File: config.mk
export PLATFORM = sky130hd
export DESIGN_NAME = c_like_token_scanner
export DESIGN_NICKNAME = d
export VERILOG_FILES = /design/src/sv/ctsc_pkg.sv /design/src/sv/ctsc_scan.sv /design/src/sv/c_like_token_scanner.sv
export SDC_FILE = /design/constraint.sdc
export NUM_CORES = 1
export LEC_CHECK = 0
export BUFFER_PORTS_ARGS = -buffer_cell sky130_fd_sc_hd__clkbuf_2
export CAP_MARGIN = 20
export CORE_ASPECT_RATIO = 1.25
export CORE_MARGIN = 10
export CORE_UTILIZATION = 35
export DETAILED_ROUTE_END_ITERATION = 6
export GPL_ROUTABILITY_DRIVEN = 0
export PLACE_DENSITY = 0.53
export SLEW_MARGIN = 20
export SYNTH_ARGS = -nofsm -noshare
export SYNTH_HDL_FRONTEND = slang
export SYNTH_SLANG_ARGS = --single-unit
File: constraint.sdc
create_clock -name clock -period 5.46 [get_ports clock]
set_input_delay 0.819 -clock clock [delete_from_list [all_inputs] [get_ports clock]]
set_output_delay 0.819 -clock clock [all_outputs]
set_load 0.1 [all_outputs]
File: src/sv/ctsc_pkg.sv
package ctsc_pkg;

   // token storage limits
   localparam int KeptTokenChars = 8;
   localparam int KeywordCount   = 16;
   localparam int CountMax       = 255;

   // result queue entries behind the scanner
   localparam int QueueDepth     = 4;

   // result kinds, carried on rsp_tuser
   localparam logic [1:0] KIND_KEYWORD = 2'd0;
   localparam logic [1:0] KIND_TOKEN   = 2'd1;
   localparam logic [1:0] KIND_OPER    = 2'd2;
   localparam logic [1:0] KIND_PUNCT   = 2'd3;

   // character codes with a role in scanning
   localparam logic [7:0] CH_SPACE  = 8'h20;
   localparam logic [7:0] CH_TAB    = 8'h09;
   localparam logic [7:0] CH_LF     = 8'h0A;
   localparam logic [7:0] CH_CR     = 8'h0D;
   localparam logic [7:0] CH_PLUS   = 8'h2B;
   localparam logic [7:0] CH_MINUS  = 8'h2D;
   localparam logic [7:0] CH_STAR   = 8'h2A;
   localparam logic [7:0] CH_SLASH  = 8'h2F;
   localparam logic [7:0] CH_PCT    = 8'h25;
   localparam logic [7:0] CH_EQ     = 8'h3D;
   localparam logic [7:0] CH_LPAR   = 8'h28;
   localparam logic [7:0] CH_RPAR   = 8'h29;
   localparam logic [7:0] CH_LBRACE = 8'h7B;
   localparam logic [7:0] CH_RBRACE = 8'h7D;
   localparam logic [7:0] CH_SEMI   = 8'h3B;
   localparam logic [7:0] CH_LBRACK = 8'h5B;
   localparam logic [7:0] CH_RBRACK = 8'h5D;
   localparam logic [7:0] CH_QUOTE  = 8'h22;

   // keyword table: packed text, first character in the low byte
   localparam logic [63:0] KW_TEXT [KeywordCount] = '{
      64'h0000_0000_0074_6E69,   // int
      64'h0000_0000_7261_6863,   // char
      64'h0000_0074_616F_6C66,   // float
      64'h0000_656C_6275_6F64,   // double
      64'h0000_0000_0000_6669,   // if
      64'h0000_0000_6573_6C65,   // else
      64'h0000_0000_0072_6F66,   // for
      64'h0000_0065_6C69_6877,   // while
      64'h0000_0000_0000_6F64,   // do
      64'h0000_6863_7469_7773,   // switch
      64'h0000_0000_6573_6163,   // case
      64'h0000_006B_6165_7262,   // break
      64'h6575_6E69_746E_6F63,   // continue
      64'h0000_6E72_7574_6572,   // return
      64'h0000_0000_6469_6F76,   // void
      64'h0000_0073_7361_6C63    // class
   };
   localparam logic [7:0] KW_LEN [KeywordCount] = '{
      8'd3, 8'd4, 8'd5, 8'd6, 8'd2, 8'd4, 8'd3, 8'd5,
      8'd2, 8'd6, 8'd4, 8'd5, 8'd8, 8'd6, 8'd4, 8'd5
   };

   // one result beat
   typedef struct packed {
      logic [1:0]  kind;
      logic [7:0]  symbol;
      logic [63:0] token_text;
      logic [7:0]  token_length;
      logic        truncated;
      logic        last_of_item;
   } result_type;

   function automatic logic is_space(input logic [7:0] c);
      return (c == CH_SPACE) || (c == CH_TAB) || (c == CH_LF) || (c == CH_CR);
   endfunction

   function automatic logic is_oper(input logic [7:0] c);
      return (c == CH_PLUS) || (c == CH_MINUS) || (c == CH_STAR) ||
             (c == CH_SLASH) || (c == CH_PCT) || (c == CH_EQ);
   endfunction

   function automatic logic is_punct(input logic [7:0] c);
      return (c == CH_LPAR) || (c == CH_RPAR) || (c == CH_LBRACE) ||
             (c == CH_RBRACE) || (c == CH_SEMI) || (c == CH_LBRACK) ||
             (c == CH_RBRACK);
   endfunction

   // sixteen parallel compares of text and length
   function automatic logic is_keyword(input logic [63:0] text, input logic [7:0] len);
      logic hit;
      hit = 1'b0;
      for (int i = 0; i < KeywordCount; i++) begin
         if ((KW_LEN[i] == len) && (KW_TEXT[i] == text)) hit = 1'b1;
      end
      return hit;
   endfunction

endpackage

File: src/sv/ctsc_scan.sv
module ctsc_scan
   import ctsc_pkg::*;
(
   input  logic       clock,
   input  logic       reset,
   input  logic       step,        // process the held character this cycle
   input  logic [7:0] char_in,
   input  logic       line_end,
   output logic [1:0] n_results,
   output result_type res0,
   output result_type res1
);

   logic [63:0] chars_ff, chars_in;
   logic [7:0]  count_ff, count_in;
   logic        quote_ff, quote_in;

   logic is_sp, is_op, is_pu, is_sym;
   logic flush, emit_sym;
   result_type tok_res, sym_res;

   // classify the character
   always_comb begin
      is_sp  = is_space(char_in);
      is_op  = is_oper(char_in);
      is_pu  = is_punct(char_in);
      is_sym = is_op | is_pu;
   end

   // decide what this character emits
   always_comb begin
      flush    = (count_ff != 8'd0) &&
                 (line_end || (!quote_ff && (is_sp || is_sym)));
      emit_sym = !line_end && !quote_ff && is_sym;
   end

   // pending token and symbol results
   always_comb begin
      tok_res.kind         = is_keyword(chars_ff, count_ff) ? KIND_KEYWORD : KIND_TOKEN;
      tok_res.symbol       = 8'd0;
      tok_res.token_text   = chars_ff;
      tok_res.token_length = count_ff;
      tok_res.truncated    = (count_ff > 8'(KeptTokenChars));
      tok_res.last_of_item = !emit_sym;

      sym_res.kind         = is_op ? KIND_OPER : KIND_PUNCT;
      sym_res.symbol       = char_in;
      sym_res.token_text   = 64'd0;
      sym_res.token_length = 8'd0;
      sym_res.truncated    = 1'b0;
      sym_res.last_of_item = 1'b1;

      res0      = flush ? tok_res : sym_res;
      res1      = sym_res;
      n_results = {1'b0, flush} + {1'b0, emit_sym};
   end

   // token state update
   always_comb begin
      chars_in = chars_ff;
      count_in = count_ff;
      quote_in = quote_ff;
      if (step) begin
         priority if (line_end) begin
            chars_in = 64'd0;
            count_in = 8'd0;
            quote_in = 1'b0;
         end else if (!quote_ff && (is_sp || is_sym)) begin
            chars_in = 64'd0;
            count_in = 8'd0;
         end else begin
            if (char_in == CH_QUOTE) quote_in = !quote_ff;
            if (count_ff < 8'(KeptTokenChars)) begin
               chars_in[{count_ff[2:0], 3'b000} +: 8] = char_in;
            end
            if (count_ff != 8'(CountMax)) count_in = count_ff + 8'd1;
         end
      end
   end

   always_ff @(posedge clock) begin
      if (reset) begin
         chars_ff <= 64'd0;
         count_ff <= 8'd0;
         quote_ff <= 1'b0;
      end else begin
         chars_ff <= chars_in;
         count_ff <= count_in;
         quote_ff <= quote_in;
      end
   end

endmodule

File: src/sv/c_like_token_scanner.sv
// Channel  Dir  Fields (tdata / tuser / tlast)
// req_     in   tdata[7:0] char_in, tlast line_end
// rsp_     out  tdata symbol, token_text, token_length, truncated;
//               tuser kind; tlast last_of_item
//
// One character is accepted per cycle while the queue has room. It is held in the input
// register, then is scanned and its zero, one or two results are written to a
// four-entry result queue, from whose head the first result is presented.
// The input register advances only while the queue has room for two results,
// so a stalled rsp_ side backs up into req_tready. Reset is synchronous and
// clears the token state, the input register and the queue.
module c_like_token_scanner
   import ctsc_pkg::*;
(
   input  logic        clock,
   input  logic        reset,
   input  logic        req_tvalid,
   output logic        req_tready,
   input  logic [7:0]  req_tdata,    // [7:0] char_in
   input  logic        req_tlast,    // line_end
   output logic        rsp_tvalid,
   input  logic        rsp_tready,
   output logic [87:0] rsp_tdata,    // [7:0] symbol, [71:8] token_text,
                                     // [79:72] token_length, [80] truncated
   output logic [1:0]  rsp_tuser,    // [1:0] kind
   output logic        rsp_tlast     // last_of_item
);

   logic       in_valid_ff, in_valid_in;
   logic [7:0] in_char_ff;
   logic       in_eol_ff;

   logic [2:0] qcount_ff, qcount_in;
   logic [1:0] wptr_ff, wptr_in;
   logic [1:0] rptr_ff, rptr_in;
   result_type queue_ff [QueueDepth];

   logic       advance;
   logic       req_fire, rsp_fire;
   logic [1:0] n_results;
   result_type res0, res1;
   result_type head;

   // input register handshake
   always_comb begin
      advance     = in_valid_ff && (qcount_ff <= 3'(QueueDepth - 2));
      req_tready  = !in_valid_ff || advance;
      req_fire    = req_tvalid && req_tready;
      in_valid_in = req_fire ? 1'b1 : (advance ? 1'b0 : in_valid_ff);
   end

   ctsc_scan u_scan (
      .clock     (clock),
      .reset     (reset),
      .step      (advance),
      .char_in   (in_char_ff),
      .line_end  (in_eol_ff),
      .n_results (n_results),
      .res0      (res0),
      .res1      (res1)
   );

   // queue pointers and fill
   always_comb begin
      rsp_fire  = rsp_tvalid && rsp_tready;
      wptr_in   = advance ? (wptr_ff + n_results) : wptr_ff;
      rptr_in   = rsp_fire ? (rptr_ff + 2'd1) : rptr_ff;
      qcount_in = qcount_ff + (advance ? {1'b0, n_results} : 3'd0)
                  - {2'b00, rsp_fire};
   end

   always_ff @(posedge clock) begin
      if (reset) begin
         in_valid_ff <= 1'b0;
         qcount_ff   <= 3'd0;
         wptr_ff     <= 2'd0;
         rptr_ff     <= 2'd0;
      end else begin
         in_valid_ff <= in_valid_in;
         qcount_ff   <= qcount_in;
         wptr_ff     <= wptr_in;
         rptr_ff     <= rptr_in;
      end
   end

   // payload registers
   always_ff @(posedge clock) begin
      if (req_fire) begin
         in_char_ff <= req_tdata;
         in_eol_ff  <= req_tlast;
      end
      if (advance && (n_results != 2'd0)) queue_ff[wptr_ff] <= res0;
      if (advance && (n_results == 2'd2)) queue_ff[wptr_ff + 2'd1] <= res1;
   end

   // result beat from queue head
   always_comb begin
      head       = queue_ff[rptr_ff];
      rsp_tvalid = (qcount_ff != 3'd0);
      rsp_tdata  = {7'd0, head.truncated, head.token_length, head.token_text,
                    head.symbol};
      rsp_tuser  = head.kind;
      rsp_tlast  = head.last_of_item;
   end

endmodule
==> results.txt, run 1 <==
CTS root buf: clkbuf_16
DRT iter0 DRCs: 1,163
Non-Filler Instances: 2,267
core area: 0.05155 mm²
Synth async-reset ratio: 0%
Int Pwr: 5.406 mW
Ys Warns: 0
initial antenna violation count: 0
Final Hold Vio Count: 0
Worst Tran Pin Value: 1109 ps
vias in the first global route: 13,600
Final period util: 83.24%
Slew Viols, Final: 0
worst slack, placed: 946.9 ps
worst skew pair latency: 590 ps
Post-layout nets: 1,591
DP Wirelength: 37.08 mm
CTS tree: yes
Critical Path End Type: flop
worst reg-to-reg path cell count: 12
final worst slack: 915.1 ps
routed wire length: 56.46 mm
register area: 0.009026 mm²
worst hold path type: in -> reg
GR Util met1: 23.08%
Filler Cell Count: 4,949
total power: 7.685 mW
Ant. Diodes: 0
Die W: 224.0 µm
H-tree Lvls: 2
R2R Setup Slk: 920 ps
Hold Path Cell Cnt: 1
IO Port Bufs: 98
RSZ-0062 raised after global routing: false
max_cap viols: 0
kind of critical path: reg -> reg
Netlist cell types: 81
Final TNS setup: 0 ps
TritonCTS Buffers: 45
GR Util All Layers: 18.03%
status: finished clean
num rows: 93
gr ovfl total: 0
die height: 275.0 µm
maximum clock frequency: 220.0 MHz
GR peak layer: met2
Final Util: 39.66%
number of routed nets with antenna violations: 0
leakage power: 7.415 nW
largest net degree at the start of global routing: 74
Initial Util: 35.31%
post-synthesis register bit count: 428
worst clock skew: 24.79 ps
WL per Instance: 24.90 µm
required time worst endpoint: 5980 ps
clock-pin slew of the registers on the worst-case setup and hold paths: 60 ps
Post-Syn Area: 0.01820 mm²
CTS max path bufs: 3
Via Count: 13,510
vias per cell: 5.961
total clock sinks: 428
share of cells above drive strength 1: 18.98%
sequential cell area fraction in the yosys report: 49.55%
Switching Fraction: 29.65%
most used flip-flop cell after synthesis: dfxtp_1
met2 usage in global routing: 30.08%
PostCTS Resize Cnt: 0
peak supply drop: 250.8 µV
final setup violation count: 0
PwrDens: 375.9 mW/mm²
I/O pin total: 106
First-pass DRT Iterations: 7
Min Clock Period, post-route: 4545 ps
Mapped Cells: 1,561
maximum fanout along the worst path: 41
Seq pwr share: 44.6%
drt drc: 0
Clock power frac: 40.4%
Layout Area Growth over Synthesis: 12.31%
CP Launch Type: flop
M3 GR Usage: 3.132%
CTS Hold Buffers Added: 0
post-synthesis average cell area: 11.66 µm²
DP Cell Count: 2,184
Slew HR: 25.37%
EDFF count, synth: 45
Psw: 2.279 mW
CP arrival: 5070 ps
first-pass GRT wire length: 87.34 mm
Post-CTS Setup Bufs: 0
die footprint: 0.06159 mm²
area taken by multi-input logic gates: 0.008249 mm²
part of the power in combinational logic: 15.0%
[cell type report]
type / instances / share of cell area, %
Clock buffer: 70 / 6.665
Clock inverter: 13 / 0.6304
Inverter: 41 / 0.7895
Multi-Input combinational cell: 933 / 40.35
Sequential cell: 428 / 44.15
Tap cell: 665 / 4.070
Timing Repair Buffer: 117 / 3.342
[cells in the mapped netlist, types with 4 or more instances]
library cell,n,area [µm²]
edfxtp_1,45,1351
buf_4,23,172.7
ha_1,11,137.6
nor2_1,52,195.2
a22o_1,304,2663
and2_1,37,231.5
nor4_1,23,143.9
clkbuf_1,104,390.4
nor4bb_1,8,80.08
buf_6,14,157.7
or4_1,4,30.03
nand4bb_1,6,67.56
buf_2,6,30.03
dfxtp_1,383,7667
o2bb2ai_1,17,148.9
xnor2_1,5,43.79
or3_1,7,43.79
a32o_1,10,100.1
nand2b_1,14,87.58
o211ai_1,8,60.06
and3_1,9,56.30
nand4_1,22,137.6
and4_1,7,61.31
a21oi_1,21,105.1
nand3b_1,9,67.56
xor2_1,4,35.03
o21ai_0,13,65.06
nand4b_1,8,70.07
a22oi_1,8,60.06
a21o_1,7,52.55
nand3_1,34,170.2
nor3b_1,4,30.03
and4b_1,9,90.09
mux4_2,84,1892
nor2b_1,20,125.1
o32ai_1,17,148.9
inv_1,40,150.1
nor4b_1,7,61.31
nand2_1,49,183.9
buf_1,17,63.81
nor3_1,29,145.1
a32oi_1,4,35.03
[logic make-up after synthesis]
logic type	synth area share (%)
other	0.02060
buffers and inverters	5.389
and+or+nand+nor	13.14
DFF	49.55
muxes	10.50
AOI/OAI and AO/OA	20.11
xor gates and xnor gates	0.4330
adders and majority gates	0.8661
[power groups by stage]
stage                     sequential, mW  combinational, mW  clock [mW]
after global routing                3.45               1.22        3.28
after global placement              3.50               1.16           0
after detailed placement            3.50               1.17           0
final                               3.43               1.15        3.10
after CTS                           3.43               1.17        3.17
after floorplan                     3.34               1.06           0
[through the flow]
step	hold slack (ps)	cell area, µm²
4_1_cts	383.1	20440
6_report	410.9	20440
5_1_grt	391.7	20440
3_3_place_gp	432.5	18950
2_1_floorplan	419.8	18230
3_5_place_dp	439.8	18950
[layer usage]
layer / share of wire [%] / vias to the layer above / wire length [µm]
met5: 0 / - / 0
met3: 5.6 / 107 / 3138
li1: - / 6061 / -
met1: 42 / 6881 / 23990
met4: 3.1 / 0 / 1749
met2: 49 / 465 / 27580
[sequential cells by signal (all words and copies together), names as in the netlist, named ones only]
| register | cells |
|---|---|
| rptr_ff | 2 |
| qcount_ff | 3 |
| u_scan.quote_ff | 1 |
| in_eol_ff | 1 |
| u_scan.count_ff | 8 |
| wptr_ff | 2 |
| in_char_ff | 8 |
| in_valid_ff | 1 |
| queue_ff | 336 |
| u_scan.chars_ff | 64 |
[critical path: stages (launching register included)]
cell and delay (ps):
edfxtp_1 580, or2_2 360, a32o_1 270, a21oi_2 200
a31o_2 230, nand2_4 120, and2_4 220, ha_1 290
and3_1 270, nor2b_1 190, nor2_4 800, buf_4 600
a22o_1 210
[layout by cell type, fill, tap and decap left out, drive strengths merged, types with 9 or more instances in the layout]
cell     Yosys  routed
a32o        10      10
nor3        31      31
dfxtp      383     383
inv         41      43
buf         60      19
and4b        9       9
clkbuf     105     168
nand2       50      50
nand3       34      34
nor2        57      57
a21oi       22      22
a22o       304     304
o21ai       15      15
o32ai       17      17
nor4        26      26
and2        38      38
nand4       22      22
and3         9       9
nor2b       20      20
mux4        84      84
ha          11      11
o2bb2ai     17      17
nand3b       9       9
nand2b      14      14
edfxtp      45      45
[path summary, 6_finish.rpt]
kind / start / endpoint
setup / recovery: in_char_ff[5]$_DFFE_PP_ / queue_ff[2][66]$_SDFFE_PP0P_
hold / removal: req_tlast / in_eol_ff$_DFFE_PP_
setup reg to reg: in_char_ff[5]$_DFFE_PP_ / queue_ff[2][66]$_SDFFE_PP0P_
hold reg to reg: queue_ff[0][83]$_SDFFE_PP1P_ / queue_ff[0][83]$_SDFFE_PP1P_
No activity file was read; power rests on OpenSTA's default activity.
==> inputs of run 2 (changes only) <==
Settings changed: PLACE_DENSITY 0.53 to 0.55.
Clock period 5.46 ns to 3.8 ns, I/O delays scaled along.
==> run 2 against run 1 <==
Compared with the run above:
- non-clock buffer count grew 38
- cell count grew 1.2%
- first-iteration DRC count grew 19%
- worst hold slack lost 200 ps
- via count grew 1.7%
- largest power group unchanged
==> results.txt, run 2 (synthesized netlist as in run 1, its figures left out) <==
Via Count: 13,740
Min Clock Period, post-route: 3537 ps
H-tree Lvls: 2
Filler Cell Count: 4,908
Non-Filler Instances: 2,295
final setup violation count: 0
maximum clock frequency: 282.7 MHz
CTS Hold Buffers Added: 0
share of cells above drive strength 1: 20.74%
total clock sinks: 428
Slew Viols, Final: 0
Initial Util: 35.31%
required time worst endpoint: 4000 ps
biggest regs: queue_ff: 336 flops, u_scan.chars_ff: 64 flops
max_cap viols: 0
GR Util All Layers: 18.00%
Slew HR: 31.31%
leakage power: 7.522 nW
Hold Path Cell Cnt: 1
drt drc: 0
CTS tree: yes
worst clock skew: 26.88 ps
r2r startpoint: in_char_ff[1]$_DFFE_PP_
Largest stage delay, worst path: 510 ps
Worst Tran Pin Value: 1030 ps
peak supply drop: 650.1 µV
WL per Instance: 24.79 µm
vias per cell: 5.987
initial antenna violation count: 0
HP Start: req_tdata[1]
Design Area, Final: 0.02061 mm²
CTS root buf: clkbuf_16
Final period util: 93.08%
Crit path max-delay family: simple AND/OR/NAND/NOR gates
CP Launch Type: flop
worst reg-to-reg path cell count: 12
Critical Path End Type: flop
Final Hold Vio Count: 0
RSZ-0062 raised after global routing: false
die footprint: 0.06159 mm²
CTS max path bufs: 3
core area: 0.05155 mm²
DP Cell Count: 2,219
most common cell after layout, fill and taps aside: dfxtp_1
Die W: 224.0 µm
TritonCTS Buffers: 43
I/O pin total: 106
R2R Setup Slk: 260 ps
DRT iter0 DRCs: 1,389
worst hold path type: in -> reg
Area after DPL: 0.01926 mm²
largest net degree at the start of global routing: 48
worst slack, placed: 273.5 ps
CP bufs+invs: 2
DP Wirelength: 37.64 mm
vias in the first global route: 13,720
critical-path cell list: or3b_1 > a21boi_1 > o211ai_1 > a31o_2 > nand2_4 > and2_4 > inv_8 > ha_1 > or3_1 > nor2_1 > a21oi_4 > inv_1
routed wire length: 56.90 mm
reg2reg end: queue_ff[0][75]$_DFFE_PP_
Ant. Diodes: 0
Final TNS setup: 0 ps
CP arrival: 3730 ps
Post-layout nets: 1,627
kind of critical path: reg -> reg
Largest register FFs: 336
worst skew pair latency: 560 ps
gr ovfl total: 0
number of routed nets with antenna violations: 0
maximum fanout along the worst path: 9
Layout Area Growth over Synthesis: 13.23%
IO Port Bufs: 98
Final Util: 39.98%
First-pass DRT Iterations: 5
die height: 275.0 µm
first-pass GRT wire length: 87.05 mm
clock-pin slew of the registers on the worst-case setup and hold paths: 60 ps
hold-critical path endpoint: in_char_ff[1]$_DFFE_PP_
PwrDens: 518.8 mW/mm²
num rows: 93
Slowest-stage cell, CP: edfxtp_1
status: finished clean
final worst slack: 263.1 ps
Top reg by flops: queue_ff
most frequent cells in the layout: 381 x dfxtp_1, 304 x a22o_1, 98 x clkbuf_2, 84 x mux4_2, 51 x nor2_1
[run 2: changes by cell type in the layout (fill, tap and decap cells not counted), sizes merged]
cell      change
buf          +38
bufinv        -1
clkbuf       -12
clkinv        +2
clkinvlp      +2
inv           -1
[run 2: final cells by class]
| type | instances | area [µm²] | share of cell area (%) |
|---|---|---|---|
| multi-input cells | 933 | 8252 | 40.04 |
| clock inverters | 15 | 137.6 | 0.6678 |
| repair buffers | 155 | 1018 | 4.942 |
| well taps | 665 | 832.0 | 4.037 |
| flip-flops and latches | 428 | 9026 | 43.80 |
| clock buffers | 58 | 1182 | 5.737 |
| inverters | 41 | 161.4 | 0.7831 |
[run 2: repair_timing]
action	CTS	global route
setup buffers	0	3
resized for setup	0	1
endpoints found under the setup margin	0	1
[run 2: worst max-delay path by stage]
| stage | from | end | slack (ps) | depth (start not counted) |
|---|---|---|---|---|
| 4_1_cts | in_char_ff[1]$_DFFE_PP_ | qcount_ff[2]$_SDFF_PP0_ | 250 | 14 |
| 3_5_place_dp | in_char_ff[1]$_DFFE_PP_ | qcount_ff[2]$_SDFF_PP0_ | 270 | 14 |
| 3_3_place_gp | in_char_ff[3]$_DFFE_PP_ | qcount_ff[2]$_SDFF_PP0_ | 280 | 15 |
| 6_report | in_char_ff[1]$_DFFE_PP_ | queue_ff[0][75]$_DFFE_PP_ | 260 | 12 |
| 2_1_floorplan | in_char_ff[5]$_DFFE_PP_ | queue_ff[2][74]$_DFFE_PP_ | 280 | 14 |
| 5_1_grt | in_char_ff[1]$_DFFE_PP_ | qcount_ff[2]$_SDFF_PP0_ | 10 | 15 |
[run 2: power breakdown]
part | switching, mW | total, mW | internal (mW)
registers | 0.126 | 4.79 | 4.66
clock network | 1.78 | 4.04 | 2.26
logic | 1.33 | 1.87 | 0.541
total | 3.23 | 10.7 | 7.46
[run 2: metal layers]
metal | part of all wire, % | wire (µm) | vias up | global-route usage (%)
met1 | 43 | 24410 | 6985 | 23.29
met2 | 49 | 27680 | 524 | 30.36
met3 | 5.4 | 3051 | 112 | 2.195
met4 | 3.1 | 1758 | 0 | 6.631
met5 | 0 | 0 | - | 0
li1 | - | - | 6119 | -
[run 2: through the flow]
step	hold slack [ps]	power, mW
2_1_floorplan	419.8	6.318
6_report	206.6	10.69
3_5_place_dp	439.8	6.766
3_3_place_gp	436.0	6.770
4_1_cts	189.8	10.79
5_1_grt	191.2	11.05
==> inputs of run 3 (changes only) <==
--- a/config.mk
+++ b/config.mk
@@ -7,2 +7,3 @@
 export LEC_CHECK = 0
+export ABC_CLOCK_PERIOD_IN_PS = 3800
 export BUFFER_PORTS_ARGS = -buffer_cell sky130_fd_sc_hd__clkbuf_2
@@ -12,2 +13,3 @@
 export CORE_UTILIZATION = 35
+export CTS_CLUSTER_SIZE = 24
 export DETAILED_ROUTE_END_ITERATION = 6
--- a/constraint.sdc
+++ b/constraint.sdc
@@ -3,2 +3,2 @@
 set_output_delay 0.57 -clock clock [all_outputs]
-set_load 0.1 [all_outputs]
+set_load 0.005 [all_outputs]
==> run 3 against run 2 <==
Compared with the run above:
- first-iteration DRC count up 9.4%
- clock skew shrank 7.6 ps
- clock-buffer cell count decreased by 5
- fmax decreased by 2.2%
- critical path depth did not move
- critical path type unchanged
- largest power group is now the clock network
==> results.txt, run 3 (synthesized netlist as in run 1, its figures left out) <==
CTS max path bufs: 3
vias in the first global route: 13,710
num rows: 93
PwrDens: 518.5 mW/mm²
Slew HR: 25.10%
initial antenna violation count: 0
total power: 10.87 mW
Layout Area Growth over Synthesis: 15.18%
maximum fanout along the worst path: 10
Crit path max-delay family: simple AND/OR/NAND/NOR gates
Switching Fraction: 24.88%
most frequent cells in the layout: 381 x dfxtp_1, 304 x a22o_1, 98 x clkbuf_2, 84 x mux4_2, 54 x buf_4
Worst Tran Pin Value: 1123 ps
number of routed nets with antenna violations: 0
required time worst endpoint: 4210 ps
vias per cell: 5.988
maximum clock frequency: 276.4 MHz
part of the power in combinational logic: 11.4%
Final TNS setup: 0 ps
Slowest-stage cell, CP: edfxtp_1
biggest regs: queue_ff: 336 flops, u_scan.chars_ff: 64 flops
Psw: 2.705 mW
Post-layout nets: 1,633
gr ovfl total: 0
Final period util: 95.21%
worst hold path type: in -> reg
first-pass GRT wire length: 87.22 mm
WL per Instance: 24.75 µm
Int Pwr: 8.166 mW
Top reg by flops: queue_ff
drt drc: 0
Ant. Diodes: 0
most common cell after layout, fill and taps aside: dfxtp_1
Die W: 224.0 µm
First-pass DRT Iterations: 6
core area: 0.05155 mm²
clock-pin slew of the registers on the worst-case setup and hold paths: 70 ps
Seq pwr share: 44.3%
Min Clock Period, post-route: 3618 ps
total clock sinks: 428
CP arrival: 4030 ps
H-tree Lvls: 2
Largest stage delay, worst path: 500 ps
die footprint: 0.06159 mm²
Filler Cell Count: 4,818
worst reg-to-reg path cell count: 12
Slew Viols, Final: 0
IO Port Bufs: 98
worst skew pair latency: 550 ps
leakage power: 7.693 nW
Worst path depth: 12
Initial Util: 35.31%
kind of critical path: reg -> reg
DRT iter0 DRCs: 1,519
final setup violation count: 0
Largest register FFs: 336
Via Count: 13,820
worst clock skew: 19.29 ps
critical-path cell list: or3b_1 > a21boi_1 > o211ai_1 > a31o_2 > nand2_4 > and2_4 > inv_8 > ha_1 > or3_1 > nor2_1 > a22o_1 > and2_1
I/O pin total: 106
CP bufs+invs: 1
TritonCTS Buffers: 43
share of cells above drive strength 1: 21.74%
CTS root buf: clkbuf_16
routed wire length: 57.11 mm
DP Wirelength: 37.94 mm
GR Util All Layers: 18.02%
Critical Path End Type: flop
CTS Hold Buffers Added: 0
peak supply drop: 301.8 µV
Hold Path Cell Cnt: 1
CP Launch Type: flop
largest net degree at the start of global routing: 48
Final Hold Vio Count: 0
max_cap viols: 0
CTS tree: yes
die height: 275.0 µm
status: finished clean
Clock power frac: 44.3%
[run 3: worst paths after layout]
path,from,to,slack (ps)
setup reg to reg,in_char_ff[3]$_DFFE_PP_,queue_ff[0][76]$_DFFE_PP_,180
hold / removal,req_tdata[4],in_char_ff[4]$_DFFE_PP_,190
setup / recovery,in_char_ff[3]$_DFFE_PP_,queue_ff[0][76]$_DFFE_PP_,180
hold reg to reg,queue_ff[0][1]$_SDFFE_PP0P_,queue_ff[0][1]$_SDFFE_PP0P_,460
[run 3: power by group through the flow]
stage	combinational [mW]	sequential, mW	clock, mW
2_1_floorplan	0.889	4.80	0
3_3_place_gp	1.23	4.92	0
3_5_place_dp	1.23	4.92	0
4_1_cts	1.24	4.82	4.90
5_1_grt	1.32	4.84	5.08
6_report	1.24	4.81	4.82
[run 3: final cells by class]
class	count	area, µm²	area share, %
well taps	665	832.0	3.968
flip-flops and latches	428	9026	43.05
inverters	41	161.4	0.7698
repair buffers	161	1076	5.132
clock inverters	26	405.4	1.934
clock buffers	53	1216	5.801
multi-input cells	933	8249	39.34
[run 3: metal layers]
| metal | wire [µm] | GRT usage (%) | up-vias |
|---|---|---|---|
| li1 | - | - | 6139 |
| met1 | 24130 | 22.84 | 7050 |
| met2 | 28120 | 30.76 | 511 |
| met3 | 3001 | 2.632 | 115 |
| met4 | 1852 | 6.380 | 0 |
| met5 | 0 | 0 | - |
[run 3: through the flow]
| step | setup WS [ps] | utilization [%] | area, µm² | hold WS [ps] | instances |
|---|---|---|---|---|---|
| after global routing | -19.19 | 40.67 | 20970 | 168.6 | 2307 |
| after global placement | 166.0 | 37.43 | 19290 | 439.0 | 2221 |
| after detailed placement | 143.0 | 37.43 | 19290 | 447.3 | 2221 |
| after CTS | 128.1 | 40.57 | 20910 | 166.4 | 2300 |
| after floorplan | 281.3 | - | 18230 | 419.8 | 1567 |
| final | 181.9 | 40.67 | 20970 | 188.3 | 2307 |
[run 3: repair_timing]
action / 4_1_cts / 5_1_grt
setup endpoints to repair: 0 / 37
gates resized for setup: 0 / 0
setup buffers: 0 / 7
hold endpoints to repair: 0 / 0
